<file path="src/pbht_ram.sv">
// generic simple dual-port ram with registered read
module pbht_ram #(
   parameter int WIDTH  = 8,
   parameter int DEPTH  = 16,
   parameter int ADDR_W = (DEPTH > 1) ? $clog2(DEPTH) : 1
) (
   input  logic              clock,
   input  logic              wr_en,
   input  logic [ADDR_W-1:0] wr_addr,
   input  logic [WIDTH-1:0]  wr_data,
   input  logic [ADDR_W-1:0] rd_addr,
   output logic [WIDTH-1:0]  rd_data
);

   logic [WIDTH-1:0] mem_ff [DEPTH];
   logic [WIDTH-1:0] rd_data_ff;

   always_ff @(posedge clock) begin
      if (wr_en) begin
         mem_ff[wr_addr] <= wr_data;
      end
      rd_data_ff <= mem_ff[rd_addr];
   end

   assign rd_data = rd_data_ff;

endmodule

</file>
<file path="config.mk">
export PLATFORM = sky130hd
export DESIGN_NAME = pbht_ram
export DESIGN_NICKNAME = d
export VERILOG_FILES = /design/src/pbht_ram.sv
export SDC_FILE = /design/constraint.sdc
export NUM_CORES = 1
export LEC_CHECK = 0
export BUFFER_PORTS_ARGS = -buffer_cell sky130_fd_sc_hd__buf_4
export CELL_PAD_IN_SITES_DETAIL_PLACEMENT = 1
export CELL_PAD_IN_SITES_GLOBAL_PLACEMENT = 2
export CORE_MARGIN = 4
export CORE_UTILIZATION = 50
export CTS_CLUSTER_SIZE = 10
export DETAILED_ROUTE_END_ITERATION = 12
export PLACE_DENSITY = 0.87
export SYNTH_ARGS = -nofsm -noshare
export SYNTH_HDL_FRONTEND = slang
export SYNTH_SLANG_ARGS = --single-unit
</file>
<file path="constraint.sdc">
create_clock -name clock -period 4.6 [get_ports clock]
set_input_delay 0.92 -clock clock [delete_from_list [all_inputs] [get_ports clock]]
set_output_delay 0.92 -clock clock [all_outputs]
set_load 0.02 [all_outputs]
</file>
== Yosys cells after proc, flatten, opt, wreduce, memory -nomap -nowiden ==
Memory sizes are Yosys's and may differ from the RTL's. A register that Yosys moved wholly into a read port is not among the register bits.
Index checks and enable logic that the tools add are counted.
Widths: inputs -> output; s select.

* Register bits: 0
* Memory bits (writable): 128
* Input bits: 18
* Output and inout bits: 8
* Word-level logic and storage cells: 3
* Memories kept: 1

{| class="wikitable"
|+ Memories
! memory !! depth !! width !! read ports !! clocked after memory_dff !! wr ports !! RTL line !! RTL
|-
| mem_ff || 16 || 8 || 1 || 1 || 1 || 15 || <nowiki>logic [WIDTH-1:0] mem_ff [DEPTH];</nowiki>
|}

* Muxes and demuxes: 2

{| class="wikitable"
|+ Operators by type and width
! cell !! number
|-
| $mux 1 || 2
|}

== Depth between registers and ports, before layout ==
* Depth after elaboration: 2
* Depth in mapped cells: 5
* Depth with buffers taken out: 3

== Least setup slack after synthesis ==
No wires, ideal clock.

* Path type: in2reg
* From: input port wr_addr[2]
* To: memory mem_ff[0][0], enable pin
* Setup time: 383 ps
* Data arrival time: 2030 ps
* Required time: 4217 ps
* Setup slack: 2187 ps
* Stages on the path: 2
* Buffers on the path: 0
* Path through: or3b_2 -> nor3_1

{| class="wikitable"
|+ RTL lines
! element !! RTL line !! RTL
|-
| start: declaration || 9 || <nowiki>input logic [ADDR_W-1:0] wr_addr,</nowiki>
|-
| end: declaration || 15 ||
|}

Straight into the memory's write port.

== Final worst setup path ==
* From: input port wr_addr[2]
* To: memory mem_ff[0][5], enable pin

Straight into the memory's write port.

==> results.json <==
{
  "status": "finished, final reports clean",
  "fmax_mhz": 440,
  "synth-edff-count": 128,
  "synth_top_area_share_pct": 74.7,
  "clkTransAtPathRegs_ns": 0.06,
  "critical_path_required_ns": 4.73,
  "synthDistinctLibCells": 19,
  "netlist_instances": 229,
  "chipWidth_um": 109,
  "fin_total_pwr_mw": 2.78,
  "drt_first_iter_violations": 226,
  "max-vdd-ir-drop_v": 0.000400,
  "hold_path_class": "reg -> reg",
  "post-route-min-period_ns": 2.27,
  "grt_busiest_layer": "met2",
  "final_nets": 284,
  "final_area_mm2": 0.00599,
  "grt.met3_usage_pct": 5.46,
  "critical-path-slowest-cell": "sky130_fd_sc_hd__nor3_1",
  "fillCellCount": 834,
  "grt_start_max_net_pins": 33,
  "synth.avg_cell_area_um2": 22.5,
  "criticalPathCategory": "in -> reg",
  "cts_hold_buf": 0,
  "ys.warnings.count": 0,
  "synth_top_cell_by_area": "sky130_fd_sc_hd__edfxtp_1",
  "overflow": 0,
  "synth_most_common_cell": "sky130_fd_sc_hd__edfxtp_1",
  "wirelength_um": 10100,
  "tritoncts": "done",
  "drt_drc_violations_left": 0,
  "fraction_of_met2_tracks_used_by_global_routing_pct": 29.3,
  "drt_pass1_iterations": 5,
  "finalClockSkew_ns": 0.00427,
  "number_of_nets_still_failing_antenna_checks_after_routing": 0,
  "ioPinCount": 26,
  "place_congestion": 0.732,
  "power_leakage_nw": 2.00,
  "power_per_unit_of_standard_cell_area_mw_per_mm2": 464,
  "critical_path_peak_fanout": 8,
  "cts-resized-gates": 0,
  "first_global_vias": 2548,
  "worst_setup_path_end_kind": "flop",
  "detailed_route_via_count": 2393,
  "crit_family": "simple AND/OR/NAND/NOR gates",
  "placement.cell_area_mm2": 0.00544,
  "yosysSeqAreaShare_pct": 77.8,
  "io_buffers": 25,
  "antenna_cells": 0,
  "netlist_top_cells_count": "128 x sky130_fd_sc_hd__edfxtp_1, 18 x sky130_fd_sc_hd__mux4_2, 16 x sky130_fd_sc_hd__a22oi_1, 14 x sky130_fd_sc_hd__mux4_1, 13 x sky130_fd_sc_hd__nor2_1",
  "ys_top_cells_by_area": "sky130_fd_sc_hd__edfxtp_1 75%, sky130_fd_sc_hd__mux4_2 7.9%, sky130_fd_sc_hd__mux4_1 7.1%, sky130_fd_sc_hd__dfxtp_1 3.1%, sky130_fd_sc_hd__a22oi_1 2.3%",
  "worstPathCellList": "buf_4 > or3b_2 > nor3_1",
  "area_taken_by_multi_input_logic_gates_mm2": 0.00106,
  "hold_slack_ns": 0.689,
  "placementRows": 36,
  "post-cts-setup-buffers": 0,
  "timing.final.hold_violations": 0,
  "mappedNetlistArea_mm2": 0.00515,
  "floorplan.initialDensity_pct": 51.9,
  "clock_insertion_delay_at_the_later_pin_of_the_skew_report_ns": 0.52,
  "yosys_most_used_dff": "sky130_fd_sc_hd__edfxtp_1",
  "timing.setup.tns_ns": 0,
  "timing.critical_path.slowest_cell_delay_ns": 0.86,
  "worst_ep_arrival_time_ns": 2.40,
  "register_area_mm2": 0.00400,
  "rsz0062_at_grt": "false",
  "clock_tree.htree_level_count": 4,
  "final.period_utilization_pct": 49.4,
  "fp.dieH_um": 109,
  "areaGrowthSynthToFinish_pct": 16.4,
  "first_pass_grt_wire_length_um": 15500,
  "final_max_slew_viol_count": 0,
  "max_cap_violations": 0,
  "grtUsageTotal_pct": 19.1,
  "groute.layer.met1.usage_pct": 26.6,
  "finalSetupViolCount": 0,
  "cts_root_buffer": "sky130_fd_sc_hd__clkbuf_8",
  "die_area_mm2": 0.0120,
  "ys_ff_latch": 136,
  "rrSetupSlack_ns": 3.17,
  "detailedPlacementHpwl_um": 6380,
  "worstSetupStartpointType": "input port",
  "core_area_mm2": 0.00991,
  "worst_slew_margin_rel_pct": 26.2,
  "path_buf_inv": 1,
  "cts_max_path_buffers": 2,
  "vias_per_cell": 5.81,
  "wl_per_cell_um": 24.6,
  "proportion_of_layout_cells_with_a_drive_suffix_above_1_pct": 27.2,
  "cts_buffers": 17,
  "tightestPinTransition_ns": 1.10,
  "cts_sinks": 136,
  "final_core_util_pct": 60.4,
  "synthesis.nets": 247,
  "asr_flop_ratio_synth_pct": 0,
  "antenna_found_initial": 0
}
[kinds of logic after synthesis]
kind of cell | share of synthesized area [%]
buffers and inverters | 1.68
multiplexers | 15.0
AO/OA/AOI/OAI | 2.33
AND/OR/NAND/NOR | 3.18
flip-flops | 77.8
[placed cells by master (no fill, tap or decap)]
cell and instances:
sky130_fd_sc_hd__clkinv_1 2, sky130_fd_sc_hd__clkinv_4 3, sky130_fd_sc_hd__clkinv_2 5, sky130_fd_sc_hd__and2b_1 1, sky130_fd_sc_hd__bufinv_16 2, sky130_fd_sc_hd__nand3b_1 2, sky130_fd_sc_hd__clkbuf_16 16, sky130_fd_sc_hd__mux4_2 18
sky130_fd_sc_hd__nand2b_1 2, sky130_fd_sc_hd__a22oi_1 16, sky130_fd_sc_hd__edfxtp_1 128, sky130_fd_sc_hd__nand2_1 9, sky130_fd_sc_hd__or3b_2 1, sky130_fd_sc_hd__clkbuf_8 1, sky130_fd_sc_hd__nand3_1 1, sky130_fd_sc_hd__nor2b_1 1
sky130_fd_sc_hd__clkbuf_1 1, sky130_fd_sc_hd__nor3_1 4, sky130_fd_sc_hd__dfxtp_1 8, sky130_fd_sc_hd__and2_1 1, sky130_fd_sc_hd__mux4_1 14, sky130_fd_sc_hd__nor2_1 13, sky130_fd_sc_hd__clkinvlp_4 2, sky130_fd_sc_hd__buf_4 28
[worst paths after layout]
kind                       from            to  cells past startpoint
hold / removal    mem_ff[12][1]    rd_data[1]                      3
setup / recovery     wr_addr[2]  mem_ff[0][5]                      3
setup reg to reg   mem_ff[2][1]    rd_data[1]                      3
hold reg to reg   mem_ff[12][1]    rd_data[1]                      3
[metal layers]
metal | part of all wire [%] | vias up
met5 | 0 | -
met4 | 1.7 | 0
met3 | 7.3 | 15
met2 | 49 | 97
met1 | 42 | 1233
li1 | - | 1048
[area by class of cell]
type	instances	share of cell area (%)
flip-flops and latches	136	66.8
well taps	133	2.78
multi-input cells	83	17.7
clock buffers	18	6.98
repair buffers	28	3.51
clock inverters	14	2.24
[state kept, by name, indices dropped and copies added (netlist names)]
register / cells
mem_ff: 128
rd_data: 8
[metrics by stage]
stage          setup WS [ns]  instances
2_1_floorplan           2.19        229
3_3_place_gp            1.88        380
3_5_place_dp            1.80        380
4_1_cts                 2.34        412
5_1_grt                 2.27        412
6_report                2.33        412
[report_power, final]
group | internal [mW] | switching [mW]
Combinational | 0.0584 | 0.0814
Clock | 0.762 | 0.482
Sequential | 1.39 | 0.00756
[worst reg2reg max path, stage by stage, from the launching register on]
cell and delay (ns):
sky130_fd_sc_hd__edfxtp_1 0.37, sky130_fd_sc_hd__mux4_1 0.50, sky130_fd_sc_hd__a22oi_1 0.33, sky130_fd_sc_hd__nand2_1 0.11
No activity file was read; power rests on OpenSTA's default activity.
